$ cat config.mk
export PLATFORM = sky130hd
export DESIGN_NAME = probe_scheduler_with_backoff
export DESIGN_NICKNAME = d
export VERILOG_FILES = /design/src/hw/rtl/psb_pkg.sv /design/src/hw/rtl/probe_scheduler_with_backoff.sv /design/src/hw/rtl/psb_ctrl.sv /design/src/hw/rtl/psb_dp.sv
export SDC_FILE = /design/constraint.sdc
export NUM_CORES = 1
export LEC_CHECK = 0
export ABC_CLOCK_PERIOD_IN_PS = 10650
export BUFFER_PORTS_ARGS = -buffer_cell sky130_fd_sc_hd__buf_4
export CAP_MARGIN = 20
export CELL_PAD_IN_SITES_DETAIL_PLACEMENT = 0
export CELL_PAD_IN_SITES_GLOBAL_PLACEMENT = 1
export CORE_ASPECT_RATIO = 0.75
export CORE_MARGIN = 3
export CORE_UTILIZATION = 25
export CTS_BUF_LIST = sky130_fd_sc_hd__clkbuf_8 sky130_fd_sc_hd__clkbuf_16
export DETAILED_ROUTE_END_ITERATION = 16
export GPL_ROUTABILITY_DRIVEN = 0
export PLACE_DENSITY = 0.4
export SLEW_MARGIN = 20
export SYNTH_ARGS = -nofsm -noshare
export SYNTH_HDL_FRONTEND = slang
export SYNTH_SLANG_ARGS = --single-unit
export TNS_END_PERCENT = 30
$ cat constraint.sdc
create_clock -name clk -period 10.65 [get_ports clk]
set_input_delay 0 -clock clk [delete_from_list [all_inputs] [get_ports clk]]
set_output_delay 0 -clock clk [all_outputs]
set_load 0.01 [all_outputs]
$ cat src/hw/rtl/psb_pkg.sv
`default_nettype none
package psb_pkg;

  // Host table geometry
  localparam int NUM_HOSTS  = 64;
  localparam int HOST_W     = $clog2(NUM_HOSTS);
  localparam int OUT_HOST_W = 6;
  localparam int PEN_W      = 5;
  localparam int TIME_W     = 32;
  localparam int CFG_IDX_W  = 2;
  localparam int CFG_DATA_W = 32;

  // Register reset values
  localparam logic [PEN_W-1:0]  MAX_PENALTY_RST = PEN_W'(16);
  localparam logic [TIME_W-1:0] MIN_DELAY_RST   = TIME_W'(10 * 60);
  localparam logic [TIME_W-1:0] MAX_DELAY_RST   = TIME_W'(8 * 60 * 60);

  // Configuration register indexes
  localparam logic [CFG_IDX_W-1:0] CFG_MAX_PENALTY = 2'd0;
  localparam logic [CFG_IDX_W-1:0] CFG_MIN_DELAY   = 2'd1;
  localparam logic [CFG_IDX_W-1:0] CFG_MAX_DELAY   = 2'd2;

  // Request and outcome codes
  localparam logic REQ_SELECT = 1'b0;
  localparam logic REQ_REPORT = 1'b1;

  localparam logic [1:0] OC_REACHABLE = 2'd0;
  localparam logic [1:0] OC_HOST_DOWN = 2'd1;
  localparam logic [1:0] OC_NET_DOWN  = 2'd2;

  typedef enum logic [2:0] {
    ST_IDLE,
    ST_SEL_RD,
    ST_SEL_EV,
    ST_RPT_RD,
    ST_RPT_EV,
    ST_DONE
  } psb_state_t;

  typedef struct packed {
    logic capture;
    logic rd;
    logic sel_eval;
    logic rpt_apply;
    logic out_load;
  } psb_cmd_t;

  typedef struct packed {
    logic walk_done;
  } psb_status_t;

  // Round-robin successor of a host index
  function automatic logic [HOST_W-1:0] next_host(input logic [HOST_W-1:0] h);
    if (h == HOST_W'(NUM_HOSTS - 1)) begin
      return '0;
    end else begin
      return h + HOST_W'(1);
    end
  endfunction

endpackage
`default_nettype wire

$ cat src/hw/rtl/probe_scheduler_with_backoff.sv
`default_nettype none
// Each item runs through the controller states: a report through read, apply and done, a select
//   through one read and evaluate pair per host the skip walk visits (1 to 30*NUM_HOSTS + 1 hosts).
// One item at a time: the next transfer is taken the cycle after the result is loaded. Each visit
//   is a read state and an evaluate state, set by the registered skip table read. A waiting
//   result holds the load and, with it, the next transfer.
// Reset (synchronous, rst_n low): tables read as zero, pointer at the last host,
//   backoff cleared, registers at their defaults; no clearing pass is needed.
module probe_scheduler_with_backoff (
  input  wire logic                              clk,
  input  wire logic                              rst_n,
  input  wire logic                              in_valid,
  output logic                                   in_stall,
  input  wire logic                              in_req_type,
  input  wire logic [1:0]                        in_outcome,
  input  wire logic [psb_pkg::TIME_W-1:0]        in_now_seconds,
  output logic                                   out_valid,
  input  wire logic                              out_stall,
  output logic [psb_pkg::OUT_HOST_W-1:0]         out_host_index,
  output logic                                   out_power_cycle,
  output logic                                   out_host_restored,
  output logic                                   out_host_dropped,
  output logic                                   out_network_restored,
  input  wire logic                              cfg_valid,
  output logic                                   cfg_ready,
  input  wire logic [psb_pkg::CFG_IDX_W-1:0]     cfg_index,
  input  wire logic [psb_pkg::CFG_DATA_W-1:0]    cfg_data
);
  import psb_pkg::*;

  psb_cmd_t    cmd;
  psb_status_t status;
  logic        cfg_we;

  // Register writes are always taken
  assign cfg_ready = 1'b1;
  assign cfg_we    = cfg_valid && cfg_ready;

  psb_ctrl u_ctrl (
    .clk         (clk),
    .rst_n       (rst_n),
    .in_valid    (in_valid),
    .in_req_type (in_req_type),
    .in_stall    (in_stall),
    .out_valid   (out_valid),
    .out_stall   (out_stall),
    .status      (status),
    .cmd         (cmd)
  );

  psb_dp u_dp (
    .clk                  (clk),
    .rst_n                (rst_n),
    .cmd                  (cmd),
    .status               (status),
    .in_req_type          (in_req_type),
    .in_outcome           (in_outcome),
    .in_now_seconds       (in_now_seconds),
    .cfg_we               (cfg_we),
    .cfg_index            (cfg_index),
    .cfg_data             (cfg_data),
    .out_host_index       (out_host_index),
    .out_power_cycle      (out_power_cycle),
    .out_host_restored    (out_host_restored),
    .out_host_dropped     (out_host_dropped),
    .out_network_restored (out_network_restored)
  );

endmodule
`default_nettype wire

$ cat src/hw/rtl/psb_ctrl.sv
`default_nettype none
module psb_ctrl (
  input  wire logic                clk,
  input  wire logic                rst_n,
  input  wire logic                in_valid,
  input  wire logic                in_req_type,
  output logic                     in_stall,
  output logic                     out_valid,
  input  wire logic                out_stall,
  input  wire psb_pkg::psb_status_t status,
  output psb_pkg::psb_cmd_t        cmd
);
  import psb_pkg::*;

  psb_state_t state_r, state_nxt;
  logic       out_valid_r, out_valid_nxt;

  // State and result-valid registers
  always_ff @(posedge clk) begin
    if (!rst_n) begin
      state_r     <= ST_IDLE;
      out_valid_r <= 1'b0;
    end else begin
      state_r     <= state_nxt;
      out_valid_r <= out_valid_nxt;
    end
  end

  // Next state and datapath commands
  always_comb begin
    state_nxt     = state_r;
    cmd           = '0;
    out_valid_nxt = out_valid_r && out_stall;
    case (state_r)
      ST_IDLE: begin
        if (in_valid) begin
          cmd.capture = 1'b1;
          state_nxt   = (in_req_type == REQ_REPORT) ? ST_RPT_RD : ST_SEL_RD;
        end
      end
      ST_SEL_RD: begin
        cmd.rd    = 1'b1;
        state_nxt = ST_SEL_EV;
      end
      ST_SEL_EV: begin
        cmd.sel_eval = 1'b1;
        state_nxt    = status.walk_done ? ST_DONE : ST_SEL_RD;
      end
      ST_RPT_RD: begin
        cmd.rd    = 1'b1;
        state_nxt = ST_RPT_EV;
      end
      ST_RPT_EV: begin
        cmd.rpt_apply = 1'b1;
        state_nxt     = ST_DONE;
      end
      ST_DONE: begin
        // load the output register once the previous result is gone
        if (!out_valid_r || !out_stall) begin
          cmd.out_load  = 1'b1;
          out_valid_nxt = 1'b1;
          state_nxt     = ST_IDLE;
        end
      end
      default: begin
        state_nxt = ST_IDLE;
      end
    endcase
  end

  assign in_stall  = (state_r != ST_IDLE);
  assign out_valid = out_valid_r;

endmodule
`default_nettype wire

$ cat src/hw/rtl/psb_dp.sv
`default_nettype none
module psb_dp (
  input  wire logic                              clk,
  input  wire logic                              rst_n,
  input  wire psb_pkg::psb_cmd_t                 cmd,
  output psb_pkg::psb_status_t                   status,
  input  wire logic                              in_req_type,
  input  wire logic [1:0]                        in_outcome,
  input  wire logic [psb_pkg::TIME_W-1:0]        in_now_seconds,
  input  wire logic                              cfg_we,
  input  wire logic [psb_pkg::CFG_IDX_W-1:0]     cfg_index,
  input  wire logic [psb_pkg::CFG_DATA_W-1:0]    cfg_data,
  output logic [psb_pkg::OUT_HOST_W-1:0]         out_host_index,
  output logic                                   out_power_cycle,
  output logic                                   out_host_restored,
  output logic                                   out_host_dropped,
  output logic                                   out_network_restored
);
  import psb_pkg::*;

  // Per-host tables; valid bits stand in for the cleared reset contents
  logic [PEN_W-1:0]     skip_mem [NUM_HOSTS];
  logic [PEN_W-1:0]     pen_mem  [NUM_HOSTS];
  logic [NUM_HOSTS-1:0] skip_vld_r, skip_vld_nxt;
  logic [NUM_HOSTS-1:0] pen_vld_r, pen_vld_nxt;
  logic [PEN_W-1:0]     skip_rd_r, pen_rd_r;
  logic                 skip_vrd_r, pen_vrd_r;

  logic [PEN_W-1:0]  max_pen_r, max_pen_nxt;
  logic [TIME_W-1:0] min_delay_r, min_delay_nxt;
  logic [TIME_W-1:0] max_delay_r, max_delay_nxt;

  logic [HOST_W-1:0] cur_host_r, cur_host_nxt;
  logic [HOST_W-1:0] walk_r, walk_nxt;
  logic [TIME_W-1:0] lct_r, lct_nxt;
  logic              lcv_r, lcv_nxt;
  logic [TIME_W-1:0] delay_r, delay_nxt;

  logic              req_r;
  logic [1:0]        oc_r;
  logic [TIME_W-1:0] now_r;

  logic pc_r, pc_nxt, rest_r, rest_nxt, drop_r, drop_nxt, net_r, net_nxt;

  logic [PEN_W-1:0]  skip_eff, pen_eff, pen_new;
  logic [PEN_W:0]    pen_dbl;
  logic [TIME_W-1:0] elapsed;
  logic [TIME_W:0]   delay_dbl;
  logic              backoff_hold;
  logic              skip_we, pen_we;
  logic [PEN_W-1:0]  skip_wdata, pen_wdata;

  // Table storage: one write and one registered read per table
  always_ff @(posedge clk) begin
    if (skip_we) begin
      skip_mem[walk_r] <= skip_wdata;
    end
    if (pen_we) begin
      pen_mem[walk_r] <= pen_wdata;
    end
    if (cmd.rd) begin
      skip_rd_r <= skip_mem[walk_r];
      pen_rd_r  <= pen_mem[walk_r];
    end
  end

  // Hold the captured request
  always_ff @(posedge clk) begin
    if (cmd.capture) begin
      req_r <= in_req_type;
      oc_r  <= in_outcome;
      now_r <= in_now_seconds;
    end
  end

  // Control registers
  always_ff @(posedge clk) begin
    if (!rst_n) begin
      skip_vld_r  <= '0;
      pen_vld_r   <= '0;
      skip_vrd_r  <= 1'b0;
      pen_vrd_r   <= 1'b0;
      max_pen_r   <= MAX_PENALTY_RST;
      min_delay_r <= MIN_DELAY_RST;
      max_delay_r <= MAX_DELAY_RST;
      cur_host_r  <= HOST_W'(NUM_HOSTS - 1);
      walk_r      <= '0;
      lct_r       <= '0;
      lcv_r       <= 1'b0;
      delay_r     <= '0;
      pc_r        <= 1'b0;
      rest_r      <= 1'b0;
      drop_r      <= 1'b0;
      net_r       <= 1'b0;
    end else begin
      skip_vld_r  <= skip_vld_nxt;
      pen_vld_r   <= pen_vld_nxt;
      if (cmd.rd) begin
        skip_vrd_r <= skip_vld_r[walk_r];
        pen_vrd_r  <= pen_vld_r[walk_r];
      end
      max_pen_r   <= max_pen_nxt;
      min_delay_r <= min_delay_nxt;
      max_delay_r <= max_delay_nxt;
      cur_host_r  <= cur_host_nxt;
      walk_r      <= walk_nxt;
      lct_r       <= lct_nxt;
      lcv_r       <= lcv_nxt;
      delay_r     <= delay_nxt;
      pc_r        <= pc_nxt;
      rest_r      <= rest_nxt;
      drop_r      <= drop_nxt;
      net_r       <= net_nxt;
    end
  end

  // Result register
  always_ff @(posedge clk) begin
    if (cmd.out_load) begin
      out_host_index       <= OUT_HOST_W'(cur_host_r);
      out_power_cycle      <= pc_r;
      out_host_restored    <= rest_r;
      out_host_dropped     <= drop_r;
      out_network_restored <= net_r;
    end
  end

  // Entries never written read as zero
  assign skip_eff = skip_vrd_r ? skip_rd_r : '0;
  assign pen_eff  = pen_vrd_r ? pen_rd_r : '0;
  assign status.walk_done = (skip_eff == '0) || (skip_eff == PEN_W'(1));

  // Penalty doubling with saturation
  assign pen_dbl = {pen_eff, 1'b0};
  always_comb begin
    if (pen_dbl > {1'b0, max_pen_r}) begin
      pen_new = max_pen_r;
    end else begin
      pen_new = pen_dbl[PEN_W-1:0];
    end
  end

  // Backoff interval check and doubling
  assign elapsed      = now_r - lct_r;
  assign backoff_hold = lcv_r && (elapsed < delay_r);
  assign delay_dbl    = {delay_r, 1'b0};

  // Next values of control state and table writes
  always_comb begin
    skip_vld_nxt  = skip_vld_r;
    pen_vld_nxt   = pen_vld_r;
    max_pen_nxt   = max_pen_r;
    min_delay_nxt = min_delay_r;
    max_delay_nxt = max_delay_r;
    cur_host_nxt  = cur_host_r;
    walk_nxt      = walk_r;
    lct_nxt       = lct_r;
    lcv_nxt       = lcv_r;
    delay_nxt     = delay_r;
    pc_nxt        = pc_r;
    rest_nxt      = rest_r;
    drop_nxt      = drop_r;
    net_nxt       = net_r;
    skip_we       = 1'b0;
    pen_we        = 1'b0;
    skip_wdata    = '0;
    pen_wdata     = '0;

    // Register writes must arrive only while idle; the block itself does not enforce this
    if (cfg_we) begin
      case (cfg_index)
        CFG_MAX_PENALTY: max_pen_nxt   = cfg_data[PEN_W-1:0];
        CFG_MIN_DELAY:   min_delay_nxt = cfg_data[TIME_W-1:0];
        CFG_MAX_DELAY:   max_delay_nxt = cfg_data[TIME_W-1:0];
        default: begin
        end
      endcase
    end

    // Start a walk at the successor, or point at the current host for a report
    if (cmd.capture) begin
      pc_nxt   = 1'b0;
      rest_nxt = 1'b0;
      drop_nxt = 1'b0;
      net_nxt  = 1'b0;
      walk_nxt = (in_req_type == REQ_REPORT) ? cur_host_r : next_host(cur_host_r);
    end

    // Visit one host: decrement its skip count, stop or advance
    if (cmd.sel_eval) begin
      if (skip_eff != '0) begin
        skip_we    = 1'b1;
        skip_wdata = skip_eff - PEN_W'(1);
        skip_vld_nxt[walk_r] = 1'b1;
      end
      if (status.walk_done) begin
        cur_host_nxt = walk_r;
      end else begin
        walk_nxt = next_host(walk_r);
      end
    end

    // Apply an outcome report to the current host
    if (cmd.rpt_apply && (req_r == REQ_REPORT)) begin
      case (oc_r)
        OC_REACHABLE: begin
          rest_nxt = (pen_eff != '0);
          skip_we  = 1'b1;
          pen_we   = 1'b1;
          skip_vld_nxt[walk_r] = 1'b1;
          pen_vld_nxt[walk_r]  = 1'b1;
          net_nxt   = lcv_r;
          lcv_nxt   = 1'b0;
          lct_nxt   = '0;
          delay_nxt = '0;
        end
        OC_HOST_DOWN: begin
          skip_we = 1'b1;
          pen_we  = 1'b1;
          skip_vld_nxt[walk_r] = 1'b1;
          pen_vld_nxt[walk_r]  = 1'b1;
          if (pen_eff != '0) begin
            skip_wdata = pen_new;
            pen_wdata  = pen_new;
          end else begin
            drop_nxt   = 1'b1;
            skip_wdata = PEN_W'(1);
            pen_wdata  = PEN_W'(1);
          end
          net_nxt   = lcv_r;
          lcv_nxt   = 1'b0;
          lct_nxt   = '0;
          delay_nxt = '0;
        end
        OC_NET_DOWN: begin
          if (!backoff_hold) begin
            pc_nxt  = 1'b1;
            lct_nxt = now_r;
            lcv_nxt = 1'b1;
            if (delay_r == '0) begin
              delay_nxt = min_delay_r;
            end else if (delay_dbl > {1'b0, max_delay_r}) begin
              delay_nxt = max_delay_r;
            end else begin
              delay_nxt = delay_dbl[TIME_W-1:0];
            end
          end
        end
        default: begin
          // unused outcome code: no change
        end
      endcase
    end
  end

endmodule
`default_nettype wire
==> flow_summary.toml <==
[global_routing]
grt_usage = 0.1623
grt_overflow_total = 0
grt_pass1_wl_mm = 194.4
first_global_vias = 26608
grt_max_degree = 107
antenna_found_initial = 6

[clock_network]
clock-root-buffer = "clkbuf_16"
clk-insertion-delay-late_ps = 710
cts.htree.levels = 3
clk_pin_slew_worst_paths_ps = 60
clock_sinks = 979
cts_made_buffers = 106
cts_tree = "yes"
cts.path.max_buffers = 3
ctsResizeCount = 0

[synthesis]
yosysWarnings = 0
synthArstFlopShare = 0
seq_area_frac_synth = 0.6666
syn_inst = 3062
syn_area_mm2 = 0.03984
synth_area_per_cell_um2 = 13.01
synthFlopType = "edfxtp_1"
synth_nets = 3238
yosysUniqueCellTypes = 69
synth_edf_count = 695
ys_ff_latch = 979

[sta]
worstMarginPinSlew_ps = 1228
setup_ws_ps = 4386
slew-limit-headroom = 0.1740
period_minus_slack_ps = 6264
hold_viol_final = 0
timing.fmax_mhz = 159.7
skew_ps = 19.38
grt_setup_unrepaired = "no"
finalMaxSlewViolations = 0
setup_tns_ps = 0
finalCritPeriodShare = 0.5881
finalSetupViolCount = 0

[pwr]
p_leak_uw = 0.01520
powerDensity_mw_per_mm2 = 189.3
power_uw = 9008
ir_drop_mv = 0.1169

[route]
drtPass1Iterations = 5
drt-total-wl_mm = 135.1
drt_iter0_markers = 2169
vias = 26406
post-route-drc-count = 0
wl_per_cell_um = 24.77
drtAntennaViolNets = 0
via_per_inst = 4.842

[placed_design]
dp_slack_ps = 4426
portBuffers = 85
hpwlAfterDp_mm = 83.98

[floorplan]
die_w_um = 466.9
dieArea_mm2 = 0.1642
row_count = 126
die_y_um = 351.7
io_pins = 87
core_mm2 = 0.1578
start_util = 0.2524

[hold_path]
hp-class = "input port to register"

[finish]
layout.nets = 3421
areaGrowthSynthToFinish_pct = 19.48
layout-drive-gt1-share = 0.1037

[worst_setup_path]
criticalPathCategory = "register to register"
worstPathMaxFanout = 31
reg2reg_slack_ps = 4390
cp_data_required_time_ps = 11240
crit_path_end_kind = "register"
arrival_ps = 6860
startpoint_type = "register"

[run_status]
status = "complete, no violations"

[flow_run]
cap_violations = 0
synth_stat cells, drive strengths merged (12+ instances only):
| cell type | count | area (um^2) |
|---|---|---|
| or3 | 36 | 225.2 |
| nor2b | 23 | 143.9 |
| ha | 101 | 1264 |
| a22oi | 228 | 1712 |
| nand4 | 34 | 212.7 |
| buf | 64 | 351.6 |
| nor3 | 16 | 80.08 |
| xor2 | 12 | 105.1 |
| o21a | 136 | 1021 |
| nand3 | 56 | 280.3 |
| xnor2 | 24 | 210.2 |
| and2 | 14 | 87.58 |
| o221ai | 33 | 289.0 |
| a21o | 36 | 270.3 |
| a21boi | 94 | 705.7 |
| nor4 | 21 | 131.4 |
| nand2 | 256 | 960.9 |
| mux2i | 43 | 430.4 |
| a221oi | 81 | 715.7 |
| edfxtp | 695 | 20870 |
| clkbuf | 125 | 473.0 |
| a22o | 79 | 691.9 |
| a31oi | 72 | 450.4 |
| a21oi | 62 | 310.3 |
| dfxtp | 284 | 5685 |
| inv | 106 | 397.9 |
| o211ai | 21 | 157.7 |
| o21ai | 43 | 226.5 |
| nor2 | 176 | 660.6 |
metrics by stage:
| step | instances | cell area, um^2 | utilization | hold slack (ps) |
|---|---|---|---|---|
| floorplan | 3062 | 39840 | - | 98.87 |
| global placement | 5134 | 42960 | 0.2722 | 178.0 |
| detailed placement | 5134 | 42960 | 0.2722 | 179.5 |
| CTS | 5448 | 47560 | 0.3014 | 12.19 |
| global route | 5450 | 47590 | 0.3016 | 36.94 |
| finish | 5453 | 47600 | 0.3016 | 87.80 |
kinds of logic (layout without fill, tap and decap cells):
| group | count (synthesis) | after routing | share of synthesized area |
|---|---|---|---|
| compound gates | 921 | 921 | 0.1719 |
| other cells | 1 | 5 | 0.00009414 |
| buf+inv | 295 | 570 | 0.03069 |
| mux | 43 | 43 | 0.01080 |
| fa+ha+maj | 102 | 102 | 0.03223 |
| xor+xnor | 36 | 36 | 0.007915 |
| simple gates | 685 | 685 | 0.07978 |
| flops | 979 | 979 | 0.6666 |
registers in the layout, summed over array words and instances (netlist names), 2 cells and up:
register / flops
u_dp.pen_vld_r: 64
u_dp.max_delay_r: 32
u_ctrl.state_r: 3
u_dp.oc_r: 2
u_dp.walk_r: 6
u_dp.pen_mem: 320
u_dp.max_pen_r: 5
u_dp.lct_r: 32
u_dp.delay_r: 32
u_dp.min_delay_r: 32
u_dp.pen_rd_r: 5
u_dp.cur_host_r: 6
u_dp.out_host_index: 6
u_dp.skip_mem: 320
u_dp.skip_rd_r: 5
u_dp.now_r: 32
u_dp.skip_vld_r: 64
routing by layer:
layer,routed length [um],global-route usage,vias up
met1,69620,0.2478,13529
met2,56500,0.2362,549
li1,-,-,12182
met5,0,0,-
met3,6595,0.03107,146
met4,2381,0.03241,0
power by group:
part           leakage, uW  switching, uW  internal, uW  total (uW)
clock              0.00183           1570          2110        3680
sequential         0.00807           53.6          4120        4170
combinational      0.00531            770           390        1160
total               0.0152           2400          6610        9010
final timing paths:
path,from,endpoint,cells past startpoint
min reg2reg,u_dp.rest_r,u_dp.out_host_restored,0
min,in_now_seconds[4],u_dp.now_r[4],2
max,u_dp.now_r[0],u_dp.delay_r[10],21
max reg2reg,u_dp.now_r[0],u_dp.delay_r[10],21
critical path, stage by stage, from the launching register on:
cell and delay, ps:
edfxtp_1 390, inv_1 70, ha_1 170, inv_1 60, fa_1 420, a211oi_1 350, o21ai_0 180, or3b_1 210
a31oi_1 130, nor4b_1 520, nor2_1 150, xor2_1 180, ha_1 300, nand4_1 150, a211oi_1 220, o2111ai_1 150
a21oi_1 170, nor4_1 70, o211a_1 250, o21ai_4 650, nand3_2 880, o221ai_1 450
repair_timing:
| action | 4_1_cts | 5_1_grt |
|---|---|---|
| endpoints found under the hold margin | 196 | 0 |
| buffers inserted | 0 | 0 |
| hold buffers | 114 | 0 |
cell usage in the layout, fill, tap and decap left out, types with 80 or more instances in the layout:
cell / netlist / final
edfxtp_1: 695 / 695
dfxtp_1: 284 / 283
nor2_1: 176 / 169
a22oi_1: 228 / 228
buf_4: 3 / 146
ha_1: 101 / 101
a221oi_1: 80 / 80
dlygate4sd3_1: 0 / 114
nand2_1: 256 / 256
clkbuf_16: 0 / 106
inv_1: 106 / 138
a21boi_0: 92 / 92
o21a_1: 136 / 136
area by class of cell:
| class | count | area [um^2] |
|---|---|---|
| Inverter | 106 | 397.9 |
| Clock inverter | 83 | 653.1 |
| Timing Repair Buffer | 264 | 2318 |
| Sequential cell | 979 | 26560 |
| Multi-Input combinational cell | 1788 | 12210 |
| Clock buffer | 117 | 2804 |
| Fill cell | 15805 | 110200 |
| Tap cell | 2112 | 2643 |
| Antenna cell | 4 | 10.01 |
No activity file was read; power rests on OpenSTA's default activity.
